### src/sv/stli_pkg.sv
// ----------------------------------------------------------------------------
// stli_pkg
// Shared types and constants of the sorted table linear interpolator.
// ----------------------------------------------------------------------------
`timescale 1ns / 1ps

package stli_pkg;

  // Default table depth.
  localparam int DEPTH_DEF = 64;

  // Command codes; the last one is reserved and does nothing.
  localparam logic [1:0] CMD_CLEAR  = 2'd0;
  localparam logic [1:0] CMD_INSERT = 2'd1;
  localparam logic [1:0] CMD_QUERY  = 2'd2;
  localparam logic [1:0] CMD_UNUSED = 2'd3;

  // Status codes.
  localparam logic [2:0] ST_DONE   = 3'd0;
  localparam logic [2:0] ST_MATCH  = 3'd1;
  localparam logic [2:0] ST_INTERP = 3'd2;
  localparam logic [2:0] ST_EMPTY  = 3'd3;
  localparam logic [2:0] ST_RANGE  = 3'd4;
  localparam logic [2:0] ST_FULL   = 3'd5;

  // Steps of the shared multiply and divide unit.
  localparam int MUL_STEPS = 32;
  localparam int DIV_STEPS = 33;

  // One stored point.
  typedef struct packed {
    logic signed [31:0] x;
    logic signed [31:0] y;
  } stli_point_t;

endpackage

### src/sv/stli_table.sv
// ----------------------------------------------------------------------------
// stli_table
// Point memory: one write port and one registered read port.
// ----------------------------------------------------------------------------
`timescale 1ns / 1ps

module stli_table
  import stli_pkg::*;
#(
  parameter int DEPTH = DEPTH_DEF,
  parameter int AW    = $clog2(DEPTH)
) (
  input  logic          clk,
  input  logic          rd_en,
  input  logic [AW-1:0] rd_addr,
  output stli_point_t   rd_data,
  input  logic          wr_en,
  input  logic [AW-1:0] wr_addr,
  input  stli_point_t   wr_data
);

  stli_point_t mem [DEPTH];
  stli_point_t rd_data_r;

  // Write port.
  always_ff @(posedge clk) begin
    if (wr_en) begin
      mem[wr_addr] <= wr_data;
    end
  end

  // Registered read port.
  always_ff @(posedge clk) begin
    if (rd_en) begin
      rd_data_r <= mem[rd_addr];
    end
  end

  assign rd_data = rd_data_r;

endmodule

### config.mk
export PLATFORM = sky130hd
export DESIGN_NAME = stli_table
export DESIGN_NICKNAME = d
export VERILOG_FILES = /design/src/sv/stli_pkg.sv /design/src/sv/stli_table.sv
export SDC_FILE = /design/constraint.sdc
export NUM_CORES = 2
export LEC_CHECK = 0
export ABC_AREA = 1
export BUFFER_PORTS_ARGS = -buffer_cell sky130_fd_sc_hd__buf_2
export CAP_MARGIN = 20
export CORE_MARGIN = 2
export CORE_UTILIZATION = 40
export CTS_CLUSTER_SIZE = 24
export DETAILED_ROUTE_END_ITERATION = 8
export GPL_TIMING_DRIVEN = 0
export HOLD_SLACK_MARGIN = 0.05
export REMOVE_ABC_BUFFERS = 1
export SYNTH_ARGS = -nofsm -noshare
export SYNTH_HDL_FRONTEND = slang
export SYNTH_SLANG_ARGS = --single-unit
### constraint.sdc
create_clock -name clk -period 16.4 [get_ports clk]
set_input_delay 4.1 -clock clk [delete_from_list [all_inputs] [get_ports clk]]
set_output_delay 4.1 -clock clk [all_outputs]
set_load 0.02 [all_outputs]
Word-level counts from Yosys, hierarchy flattened. Memory sizes are Yosys's and may differ from the RTL's. A register that Yosys moved wholly into a read port is not among the register bits. Cells that the tools add are included.

Bits of input ports: 79. Bits in writable memories: 4096. Output and inout bits: 64. Register bits after elaboration: 0. Memories: 1.

Muxes and demuxes: 2.

Memory list: mem (depth 64, bits a word 64, read ports 1, clocked after Yosys merged registers in 1, wr ports 1, line stli_table.sv:22) `stli_point_t mem [DEPTH];`.

Operators by type and width (count): two-way mux 1 bit (2).

Longest topological paths before layout.
Word-level depth: 2. Mapped depth: 13.

Worst setup path before layout. No wires, ideal clock.

Path kind: input to register. Start: input wr_en. End: memory mem[48][0] (netlist bit) (enable). Cell stages on the path: 3. Required time: 15.754 ns. Slack: 5.018 ns. Arrival time: 10.736 ns. Path buffers: 1. Setup time: 0.646 ns. Cell sequence: clkbuf_1 > nand4_1 > nor4_1.

Word-level cells in the longest chain between the ends: 2.

RTL lines: from (decl) (line stli_table.sv:17) `input logic wr_en,`; two-way mux 1 bit (line stli_table.sv:27) `if (wr_en) begin`; two-way mux 1 bit (not written as such) (line stli_table.sv:28) `mem[wr_addr] <= wr_data;`; to (decl) (line stli_table.sv:22).

No other way between the ends.

==> impl_metrics.env <==
export IMPL_outcome="finished, final reports clean"
export IMPL_post_cts_resized=0
export IMPL_rsz0062_at_grt="no"
export IMPL_reg2reg_to="rd_data[24]"
export IMPL_finalCritPeriodShare=0.6131
export IMPL_max_freq_mhz=99.46
export IMPL_chipHeight_um=648.1
export IMPL_grt_use_total=0.2257
export IMPL_cts_buffer_depth=4
export IMPL_drc=0
export IMPL_critical_path_arrival_ns=10.75
export IMPL_hold_violations=0
export IMPL_io_pins=143
export IMPL_slowest_delay_ns=0.67
export IMPL_yosys_area_share_simple=0.2178
export IMPL_synthDistinctLibCells=15
export IMPL_num_fill_cells=35935
export IMPL_dr_pass1_iters=8
export IMPL_hpwl_mm=276.6
export IMPL_antenna_found_initial=29
export IMPL_synth_compound_area_share=0
export IMPL_start_util=0.4017
export IMPL_final_cell_mix="nand2_1 (4416), edfxtp_1 (4160), nand3_1 (3847), clkbuf_16 (413), buf_12 (201)"
export IMPL_grt_ovfl_total=0
export IMPL_final_common_cell="nand2_1"
export IMPL_synth_cell_area_um2=165900
export IMPL_finalCriticalPeriod_ns=10.05
export IMPL_rrSetupSlack_ns=14.68
export IMPL_cts_tree="yes"
export IMPL_cts_sinks=4160
export IMPL_slowest_stage="buf_16"
export IMPL_cts_inserted_buffers=401
export IMPL_worstSkewPairLatency_ns=0.94
export IMPL_cp_start_kind="primary input"
export IMPL_hp_class="flop to flop"
export IMPL_worst_pin_slew_ns=1.263
export IMPL_crit_chain="buf_12, buf_16, buf_16, inv_16, buf_16, buf_16, buf_16, buf_16, buf_16, buf_16, nand2_1, nand3_1, nand3_1, nand3_1, nand3_1, nand2_1, nand2_1, nand2_1"
export IMPL_finalSetupViolations=0
export IMPL_maxSlewViolCount=0
export IMPL_synth_xor_area_frac=0
export IMPL_clockRootBuffer="clkbuf_16"
export IMPL_ys_warn_count=0
export IMPL_fin_setup_tns_ns=0
export IMPL_p_leak_uw=0.06582
export IMPL_grt_max_degree=214
export IMPL_startpoint="rd_addr[0]"
export IMPL_die_w_um=648.1
export IMPL_clk_pin_slew_ns=0.06
export IMPL_row_count=236
export IMPL_routedWlPerCell_um=25.22
export IMPL_cts_hold_buf=0
export IMPL_ys_seq_area_frac=0.7528
export IMPL_portBuffers=142
export IMPL_reg2reg_depth=8
export IMPL_synth_top_family_by_area="simple AND/OR/NAND/NOR gates"
export IMPL_ir_worst_vdd_mv=0.08571
export IMPL_final_nets=13556
export IMPL_grt_pass1_vias=98745
export IMPL_end_kind="flop"
export IMPL_synthCells=13405
export IMPL_drive_gt1_frac=0.08642
export IMPL_drt_initial_drc_count=12433
export IMPL_fin_skew_ns=0.05094
export IMPL_cts_max_level=5
export IMPL_grt_pass1_wl_mm=694.4
export IMPL_synth_seq_cells=4160
export IMPL_synth_area_per_cell_um2=12.38
export IMPL_syn_to_final_growth_pct=14.23
export IMPL_r2r_start="mem[13][24]"
export IMPL_die_area_um2=420000
export IMPL_viasPerCell=5.511
export IMPL_core_area_um2=413100
export IMPL_p_per_area_nw_per_um2=116.7
export IMPL_synthMuxAreaShare=0
export IMPL_crit_path_max_fanout=205
export IMPL_postCtsSetupBuffers=0
export IMPL_ant_nets=0
export IMPL_wirelength_mm=486.6
export IMPL_cpMostUsedCell="buf_16"
export IMPL_relSlewSlack=0.1583
export IMPL_path_class="primary input to flop"
export IMPL_gp_congestion=0.7084
export IMPL_drv_cap=0
export IMPL_hold_slack_ns=0.8661
export IMPL_synth_fa_ha_area_frac=0
export IMPL_worstPathRequired_ns=17.10
export IMPL_vias=106351
export IMPL_crit_path_end="rd_data[32]"
## final cells by class
class                      count  area, um2  area share
timing repair buffer         566       8374     0.04418
inverter                      12      105.1   0.0005545
clock inverter               224       1954     0.01031
antenna                       20      50.05   0.0002640
multi-input combinational   8336      36620      0.1932
tap                         5474       6849     0.03613
sequential                  4160     124900      0.6590
clock buffer                 506      10680     0.05636
## routing by layer
| layer | global-route usage | part of all wire | vias up |
|---|---|---|---|
| met5 | 0 | 0.00033 | - |
| li1 | - | - | 48074 |
| met2 | 0.3777 | 0.49 | 4512 |
| met4 | 0.09622 | 0.045 | 26 |
| met1 | 0.2938 | 0.39 | 52686 |
| met3 | 0.03234 | 0.075 | 1053 |
## worst max-delay path, delay by kind of cell
kind	cells	cell delay, ns
buf+inv	10	4.57
simple gates	8	1.00
## per-stage QoR
step | instance area [um2] | power (uW) | worst slack, ns | util | std cells
finish | 189600 | 22120 | 6.346 | 0.4589 | 19298
detailed placement | 176800 | 13290 | 5.179 | 0.4281 | 18547
floorplan | 161100 | 12760 | 2.061 | - | 12508
global route | 189500 | 22720 | 5.972 | 0.4588 | 19286
global placement | 168700 | 13730 | -189.96 | 0.4083 | 18124
CTS | 189500 | 22200 | 6.123 | 0.4587 | 19277
## how the worst min path moves through the flow
stage                start           to  slack (ns)  cells past startpoint
2_1_floorplan  mem[52][14]  rd_data[14]        0.80                      8
3_3_place_gp    mem[58][0]   rd_data[0]        0.85                      8
3_5_place_dp    mem[58][0]   rd_data[0]        0.86                      8
4_1_cts         mem[52][0]   rd_data[0]        0.87                      8
5_1_grt        mem[40][42]  rd_data[42]        0.95                      8
6_report        mem[4][18]  rd_data[18]        0.87                      8
## logic make-up (layout without fill, tap and decap cells)
family,count (synthesis),after routing
and+or+nand+nor,8336,8336
buffers and inverters,909,1308
DFF,4160,4160
other,0,20
## power by group
part           switching, uW  internal (uW)  total (uW)
clock network           3920           5120        9040
logic                    931            325        1260
registers               26.7          11800       11800
total                   4880          17200       22100
## cell usage after synthesis, drive strengths merged
| cell type | instances | area, um2 |
|---|---|---|
| nand2 | 4416 | 16580 |
| edfxtp | 4160 | 124900 |
| nand3 | 3847 | 19250 |
| buf | 750 | 4279 |
| clkbuf | 147 | 551.8 |
| nor2 | 56 | 210.2 |
| inv | 12 | 50.05 |
| nand4 | 9 | 56.30 |
| nor4 | 8 | 50.05 |
## state kept, by name, summed over array words and instances, names as in the netlist
name / count
mem: 4096
rd_data: 64
(Power assumes the default switching activity.)
