File: src/sv/stli_pkg.sv
// ----------------------------------------------------------------------------
// stli_pkg
// Shared types and constants of the sorted table linear interpolator.
// ----------------------------------------------------------------------------
`timescale 1ns / 1ps

package stli_pkg;

  // Default table depth.
  localparam int DEPTH_DEF = 64;

  // Command codes; the last one is reserved and does nothing.
  localparam logic [1:0] CMD_CLEAR  = 2'd0;
  localparam logic [1:0] CMD_INSERT = 2'd1;
  localparam logic [1:0] CMD_QUERY  = 2'd2;
  localparam logic [1:0] CMD_UNUSED = 2'd3;

  // Status codes.
  localparam logic [2:0] ST_DONE   = 3'd0;
  localparam logic [2:0] ST_MATCH  = 3'd1;
  localparam logic [2:0] ST_INTERP = 3'd2;
  localparam logic [2:0] ST_EMPTY  = 3'd3;
  localparam logic [2:0] ST_RANGE  = 3'd4;
  localparam logic [2:0] ST_FULL   = 3'd5;

  // Steps of the shared multiply and divide unit.
  localparam int MUL_STEPS = 32;
  localparam int DIV_STEPS = 33;

  // One stored point.
  typedef struct packed {
    logic signed [31:0] x;
    logic signed [31:0] y;
  } stli_point_t;

endpackage

File: src/sv/stli_muldiv.sv
// ----------------------------------------------------------------------------
// stli_muldiv
// Iterative unit computing (mag * num) / den with one shared adder.
// ----------------------------------------------------------------------------
`timescale 1ns / 1ps

module stli_muldiv
  import stli_pkg::*;
(
  input  logic        clk,
  input  logic        rst_n,
  input  logic        start,
  input  logic [32:0] mag,
  input  logic [31:0] num,
  input  logic [32:0] den,
  output logic        done,
  output logic [32:0] quo
);

  logic        busy_r, busy_nxt;
  logic        div_r, div_nxt;
  logic        done_r, done_nxt;
  logic [5:0]  cnt_r, cnt_nxt;
  logic [32:0] mag_r, mag_nxt;
  logic [32:0] den_r, den_nxt;
  logic [33:0] hi_r, hi_nxt;
  logic [31:0] lo_r, lo_nxt;
  logic [33:0] rem_r, rem_nxt;
  logic [32:0] sh_r, sh_nxt;
  logic [32:0] q_r, q_nxt;
  logic [34:0] add_a, add_b, add_s;
  logic        add_sub;
  logic [33:0] trial;

  // Shared adder: add for the multiply, subtract for the divide.
  assign trial = {rem_r[32:0], sh_r[32]};
  always_comb begin
    if (div_r) begin
      add_a   = {1'b0, trial};
      add_b   = {2'b00, den_r};
      add_sub = 1'b1;
    end else begin
      add_a   = {1'b0, hi_r};
      add_b   = lo_r[0] ? {2'b00, mag_r} : 35'd0;
      add_sub = 1'b0;
    end
    add_s = add_a + (add_sub ? ~add_b : add_b) + {34'd0, add_sub};
  end

  // Sequencer: shift-add multiply, then restoring divide.
  always_comb begin
    busy_nxt = busy_r;
    div_nxt  = div_r;
    done_nxt = 1'b0;
    cnt_nxt  = cnt_r;
    mag_nxt  = mag_r;
    den_nxt  = den_r;
    hi_nxt   = hi_r;
    lo_nxt   = lo_r;
    rem_nxt  = rem_r;
    sh_nxt   = sh_r;
    q_nxt    = q_r;
    if (start) begin
      busy_nxt = 1'b1;
      div_nxt  = 1'b0;
      cnt_nxt  = '0;
      mag_nxt  = mag;
      den_nxt  = den;
      hi_nxt   = '0;
      lo_nxt   = num;
      q_nxt    = '0;
    end else if (busy_r && !div_r) begin
      hi_nxt  = {1'b0, add_s[33:1]};
      lo_nxt  = {add_s[0], lo_r[31:1]};
      cnt_nxt = cnt_r + 6'd1;
      if (cnt_r == 6'(MUL_STEPS - 1)) begin
        // The product is {hi[31:0], lo}; its top bits seed the remainder.
        div_nxt = 1'b1;
        cnt_nxt = '0;
        rem_nxt = {3'b000, hi_nxt[31:1]};
        sh_nxt  = {hi_nxt[0], lo_nxt};
      end
    end else if (busy_r) begin
      if (!add_s[34]) begin
        rem_nxt = add_s[33:0];
      end else begin
        rem_nxt = trial;
      end
      q_nxt   = {q_r[31:0], ~add_s[34]};
      sh_nxt  = {sh_r[31:0], 1'b0};
      cnt_nxt = cnt_r + 6'd1;
      if (cnt_r == 6'(DIV_STEPS - 1)) begin
        busy_nxt = 1'b0;
        div_nxt  = 1'b0;
        done_nxt = 1'b1;
      end
    end
  end

  // Control registers.
  always_ff @(posedge clk) begin
    if (!rst_n) begin
      busy_r <= 1'b0;
      div_r  <= 1'b0;
      done_r <= 1'b0;
      cnt_r  <= '0;
    end else begin
      busy_r <= busy_nxt;
      div_r  <= div_nxt;
      done_r <= done_nxt;
      cnt_r  <= cnt_nxt;
    end
  end

  // Datapath registers.
  always_ff @(posedge clk) begin
    mag_r <= mag_nxt;
    den_r <= den_nxt;
    hi_r  <= hi_nxt;
    lo_r  <= lo_nxt;
    rem_r <= rem_nxt;
    sh_r  <= sh_nxt;
    q_r   <= q_nxt;
  end

  assign done = done_r;
  assign quo  = q_r;

endmodule

File: config.mk
export PLATFORM = sky130hd
export DESIGN_NAME = stli_muldiv
export DESIGN_NICKNAME = d
export VERILOG_FILES = /design/src/sv/stli_pkg.sv /design/src/sv/stli_muldiv.sv
export SDC_FILE = /design/constraint.sdc
export NUM_CORES = 1
export LEC_CHECK = 0
export ABC_AREA = 1
export BUFFER_PORTS_ARGS = -buffer_cell sky130_fd_sc_hd__buf_2
export CELL_PAD_IN_SITES_DETAIL_PLACEMENT = 0
export CELL_PAD_IN_SITES_GLOBAL_PLACEMENT = 1
export CORE_MARGIN = 5
export CORE_UTILIZATION = 48
export DETAILED_ROUTE_END_ITERATION = 12
export HOLD_SLACK_MARGIN = 0.1
export PLACE_DENSITY = 0.95
export SLEW_MARGIN = 20
export SYNTH_ARGS = -nofsm -noshare
export SYNTH_HDL_FRONTEND = slang
export SYNTH_SLANG_ARGS = --single-unit
File: constraint.sdc
create_clock -name clk -period 11.2 [get_ports clk]
set_input_delay 0.56 -clock clk [delete_from_list [all_inputs] [get_ports clk]]
set_output_delay 0.56 -clock clk [all_outputs]
set_load 0.02 [all_outputs]
* Word level (Yosys, flattened, before mapping) *
Index checks and enable logic that the tools add are counted.

storage, ports and cells
  register bits after elaboration = 239
  bits in latches = 0
  bits in writable memories = 0
  memory bits (read-only) = 0
  input port bits = 101
  word-level logic and storage cells = 60
  memories kept = 0

operators by class
  add/subtract/negate cells = 3
  $mul = 0
  divide/modulo/power cells = 0
  magnitude comparators = 0
  eq/ne operators = 4
  shift operators = 0
  muxes and demuxes = 26
  bitwise logic cells = 6
  reduce and logical (&&, ||, !) cells = 10

operator list
  kind                                                                      count
  33-bit 2-to-1 mux                                                         9
  32-bit 2-to-1 mux                                                         2
  35-bit by 1-bit adder with 35-bit output                                  1
  35-bit adder                                                              1
  35-bit 2-to-1 mux                                                         1
  35-bit NOT                                                                1
  34-bit 2-to-1 mux                                                         1
  6-bit 2-to-1 mux                                                          3
  1-bit 2-to-1 mux                                                          10
  6-bit by 1-bit adder with 6-bit output (second input constant)            1
  6-bit by 5-bit equality test with 1-bit output (second input constant)    1
  6-bit equality test (second input constant)                               1
  3-bit AND reduction                                                       2
  2-bit nonzero test                                                        3
  1-bit NOT                                                                 5
  4-bit OR reduction                                                        1
  2-bit by 1-bit inequality test with 1-bit output (second input constant)  1
  2-bit inequality test (second input constant)                             1
  2-bit AND reduction                                                       1
  2-bit OR reduction                                                        1
  1-bit logical AND                                                         1
  1-bit zero test                                                           1

* Logic depth before layout (Yosys ltp) *
  depth after elaboration = 9
  mapped depth = 21

* Worst setup path before layout *
No wires, ideal clock.

  path kind = input-to-reg
  from = input port start
  to = register rem_r[0] (enable)
  arrival = 3956 ps
  required time = 10710 ps
  path slack = 6754 ps
  cell stages on the path = 5
  buffers on the path = 2
  cell sequence = clkbuf_1 inv_1 clkbuf_1 o21ai_0 nor2_1

on the way
  cells in the longest elaborated chain, start to end = 2

RTL lines
  element                        RTL line            text
  from (decl)                    stli_muldiv.sv:12   input logic start,
  1-bit NOT (no line)            --
  3-bit AND reduction (no line)  --
  to (signal assigned)           stli_muldiv.sv:121  rem_r <= rem_nxt;
  to (decl)                      stli_muldiv.sv:28   logic [33:0] rem_r, rem_nxt;

No other way between the ends.
A chain may end at the register's enable or synchronous reset.

* Final worst setup path *
  from = register div_r
  to = register rem_r[9] (data pin)

on the way
  cells in the longest elaborated chain, start to end = 8
  elaborated cells on any way between the ends = 13

RTL lines
  element                                   RTL line            text
  from (decl)                               stli_muldiv.sv:21   logic div_r, div_nxt;
  from (signal assigned)                    stli_muldiv.sv:109  div_r <= div_nxt;
  33-bit 2-to-1 mux                         stli_muldiv.sv:38   if (div_r) begin
  35-bit NOT                                stli_muldiv.sv:47   add_s = add_a + (add_sub ? ~add_b : add_b) + {34'd0, add_sub};
  35-bit 2-to-1 mux                         stli_muldiv.sv:47
  35-bit adder                              stli_muldiv.sv:47
  35-bit by 1-bit adder with 35-bit output  stli_muldiv.sv:47
  33-bit 2-to-1 mux                         stli_muldiv.sv:84   if (!add_s[34]) begin
  33-bit 2-to-1 mux                         stli_muldiv.sv:83   end else if (busy_r) begin
  33-bit 2-to-1 mux *                       stli_muldiv.sv:72   end else if (busy_r && !div_r) begin

Every way passes the cells marked *; elsewhere a longest branch is shown, timed or not. The select of a mux whose other input is x is not followed.

==> impl_metrics.py <==
metrics = {
    "routing": {
        "drc": 0,
        "routed_wl_um": 30000,
        "drt-initial-drc-count": 697,
        "wl_per_cell_um": 15.8,
        "avgViaCountPerCell": 5.24,
        "vias": 9950,
        "drtPass1Iterations": 5,
        "ant_nets": 0,
    },
    "global_route": {
        "antenna_found_initial": 0,
        "grt_util_met1_pct": 26.8,
        "met2_usage_pct": 36.4,
        "grt_pass1_vias": 10029,
        "grt.busiest_layer": "met2",
        "grt_usage_pct": 20.8,
        "use_met3_pct": 3.53,
        "grt-ovfl-total": 0,
        "grt_start_max_net_pins": 102,
        "grt_pass1_wl_um": 49100,
    },
    "logic_synthesis": {
        "synth_edf_count": 164,
        "yosys_warnings": 0,
        "synth_seq_cells": 239,
        "ys_top_cells_by_count": "366 x nand2_1, 186 x o21ai_0, 164 x edfxtp_1, 142 x nor2_1, 140 x inv_1",
        "avgSynthCellArea_um2": 8.38,
        "synthCells": 1439,
        "yosysMostFrequentCell": "nand2_1",
        "synth-seq-area-share_pct": 53.3,
        "async_reset_ff_share_pct": 0,
        "yosysTopAreaCell": "edfxtp_1",
        "yosys.area.top_type_share_pct": 40.8,
        "synthFlopType": "edfxtp_1",
        "synth_nets": 1575,
        "synthTopCellsByArea": "edfxtp_1 41%, dfxtp_1 12%, nand2_1 11%, o21ai_0 7.7%, nor2_1 4.4%",
        "synth.distinct_cells": 41,
        "syn_area_um2": 12100,
    },
    "worst_setup_path": {
        "rr_startpoint": "div_r",
        "regToRegSetupSlack_ns": 6.81,
        "worstPathCellList": "inv_2, buf_4, o21ai_0, ha_1, a21oi_1, o21ai_0, a21oi_1, nor2_1, nor2_2, nand3_4, inv_2, nand2_1, nand3_1, nand2_1",
        "reg2reg_to": "rem_r[9]",
        "reg2regPathDepth": 14,
        "max_stage_delay_ns": 0.67,
        "cp_num_buf_inv": 3,
        "crit_family": "buffers and inverters",
        "cp_max_fo": 101,
        "cp-startpoint": "div_r",
        "critPathRequiredTime_ns": 11.49,
        "worst-endpoint-arrival_ns": 4.68,
        "worst_path_max_delay_cell": "buf_4",
        "crit_type": "flip-flop to flip-flop",
        "start_kind": "flip-flop",
        "end_kind": "flip-flop",
    },
    "clock_tree": {
        "cts_buffers": 26,
        "clk_pin_slew_ns": 0.06,
        "htree_levels": 1,
        "cts_tree": "done",
        "cts.repair.resized": 0,
        "cts.sinks": 239,
        "clock_latency_ns": 0.54,
        "cts_root_buffer": "clkbuf_16",
        "cts_setup_buffers": 0,
        "hold_buffers": 0,
        "clockBufferDepth": 3,
    },
    "layout": {
        "drive_above_1_share_pct": 12.9,
        "diodes": 0,
        "final_util_pct": 55.4,
        "nets": 1685,
        "fill_cells": 2362,
        "fin_area_um2": 13800,
        "syn2layout_area_growth_pct": 14.7,
    },
    "sta": {
        "holdWs_ns": 0.191,
        "setup_violations": 0,
        "period_share_pct": 39.2,
        "finalSetupTns_ns": 0,
        "fmax_ghz": 0.228,
        "fin_skew_ns": 0.0154,
        "period_needed_ns": 4.39,
        "final_max_slew_viol_count": 0,
        "relSlewSlack_pct": 35.8,
        "rsz0062_at_grt": "no",
        "tightest_slew_ns": 0.961,
        "hold_viol": 0,
    },
    "floorplan": {
        "die_w_um": 169,
        "fp-row-count": 58,
        "coreArea_um2": 25000,
        "die_height_um": 169,
        "io_pins": 135,
        "dieArea_um2": 28400,
        "start_util_pct": 48.3,
    },
    "placed_design": {
        "place_area_um2": 13000,
        "gp_congestion": 0.960,
        "io_buffers": 134,
        "dp.final_hpwl_um": 21100,
    },
    "hold_path": {
        "hold-path-endpoint": "mag_r[16]",
        "whs_path_depth": 1,
        "hold_start": "mag[16]",
        "hold_class": "input pin to flip-flop",
    },
    "power_and_ir_drop": {
        "power_leakage_nw": 6.04,
        "ir_worst_vdd_mv": 0.123,
        "pwr_density_cell_nw_per_um2": 156,
    },
    "outcome": {
        "status": "completed",
    },
    "job": {
        "maxCapViolations": 0,
    },
}
## sequential cells by signal, indices dropped and copies added, names as in the netlist, 6 cells and up
signal / flops
lo_r: 32
rem_r: 33
hi_r: 33
quo: 33
sh_r: 33
cnt_r: 6
mag_r: 33
den_r: 33
## layout by cell type (no fill, tap or decap), types with 2 or more instances in the layout
master and instances:
a21o_1 5, a21oi_1 59, buf_2 133, buf_4 9, bufinv_16 4, clkbuf_1 6, clkbuf_16 26, clkbuf_8 2
clkinv_1 6, clkinv_2 5, dfxtp_1 75, edfxtp_1 164, ha_1 34, inv_1 140, inv_2 2, nand2_1 366
nand2_2 5, nand3_1 106, nand3b_1 7, nand4_1 6, nor2_1 141, nor2_4 2, nor3_1 11, nor4_1 2
o21ai_0 186, o21bai_1 6, o22ai_1 15, or2_1 5, or2_2 8, xnor2_1 11, xor2_1 7
## routing by layer
metal  vias up  wire (um)
li1       5020          -
met1      4609      12800
met2       269      14600
met3        52       1810
met4         0        694
met5         -          0
## how the worst max path moves through the flow
stage | slack (ns) | endpoint | depth (start not counted)
floorplan | 6.75 | rem_r[0] | 5
global placement | 6.89 | rem_r[9] | 14
detailed placement | 6.87 | rem_r[30] | 14
CTS | 6.85 | rem_r[21] | 14
global route | 6.30 | rem_r[10] | 14
finish | 6.81 | rem_r[9] | 14
## metrics by stage
stage	total power, mW	setup WS, ns	cells
6_report	2.15	6.81	1899
5_1_grt	2.26	6.30	1899
4_1_cts	2.18	6.85	1899
3_5_place_dp	1.29	6.87	1851
3_3_place_gp	1.29	6.89	1851
2_1_floorplan	1.21	6.75	1439
## report_power, final
group          switching, mW  internal, mW  total [mW]
Clock                  0.345         0.532       0.877
Combinational          0.164        0.0867       0.251
Sequential            0.0154          1.01        1.02
## layout make-up
cell class              instances  area (um2)  share of cell area (%)
flip-flops and latches        239        6430                    46.5
multi-input cells             995        4830                    34.9
repair buffers                142         733                    5.30
clock buffers                  34         701                    5.07
inverters                     145         546                    3.94
well taps                     330         413                    2.99
clock inverters                14         180                    1.30
## cell families (layout without fill, tap and decap cells)
kind of cell | count (synthesis) | after routing | synth area share, %
XOR/XNOR | 18 | 18 | 1.31
AND/OR/NAND/NOR | 667 | 667 | 23.1
flip-flops | 239 | 239 | 53.3
multiplexers | 1 | 1 | 0.0830
buffers and inverters | 205 | 335 | 6.73
AO/OA/AOI/OAI | 274 | 274 | 11.8
adder cells (fa/ha/maj) | 35 | 35 | 3.69
No activity file was read; power rests on OpenSTA's default activity.
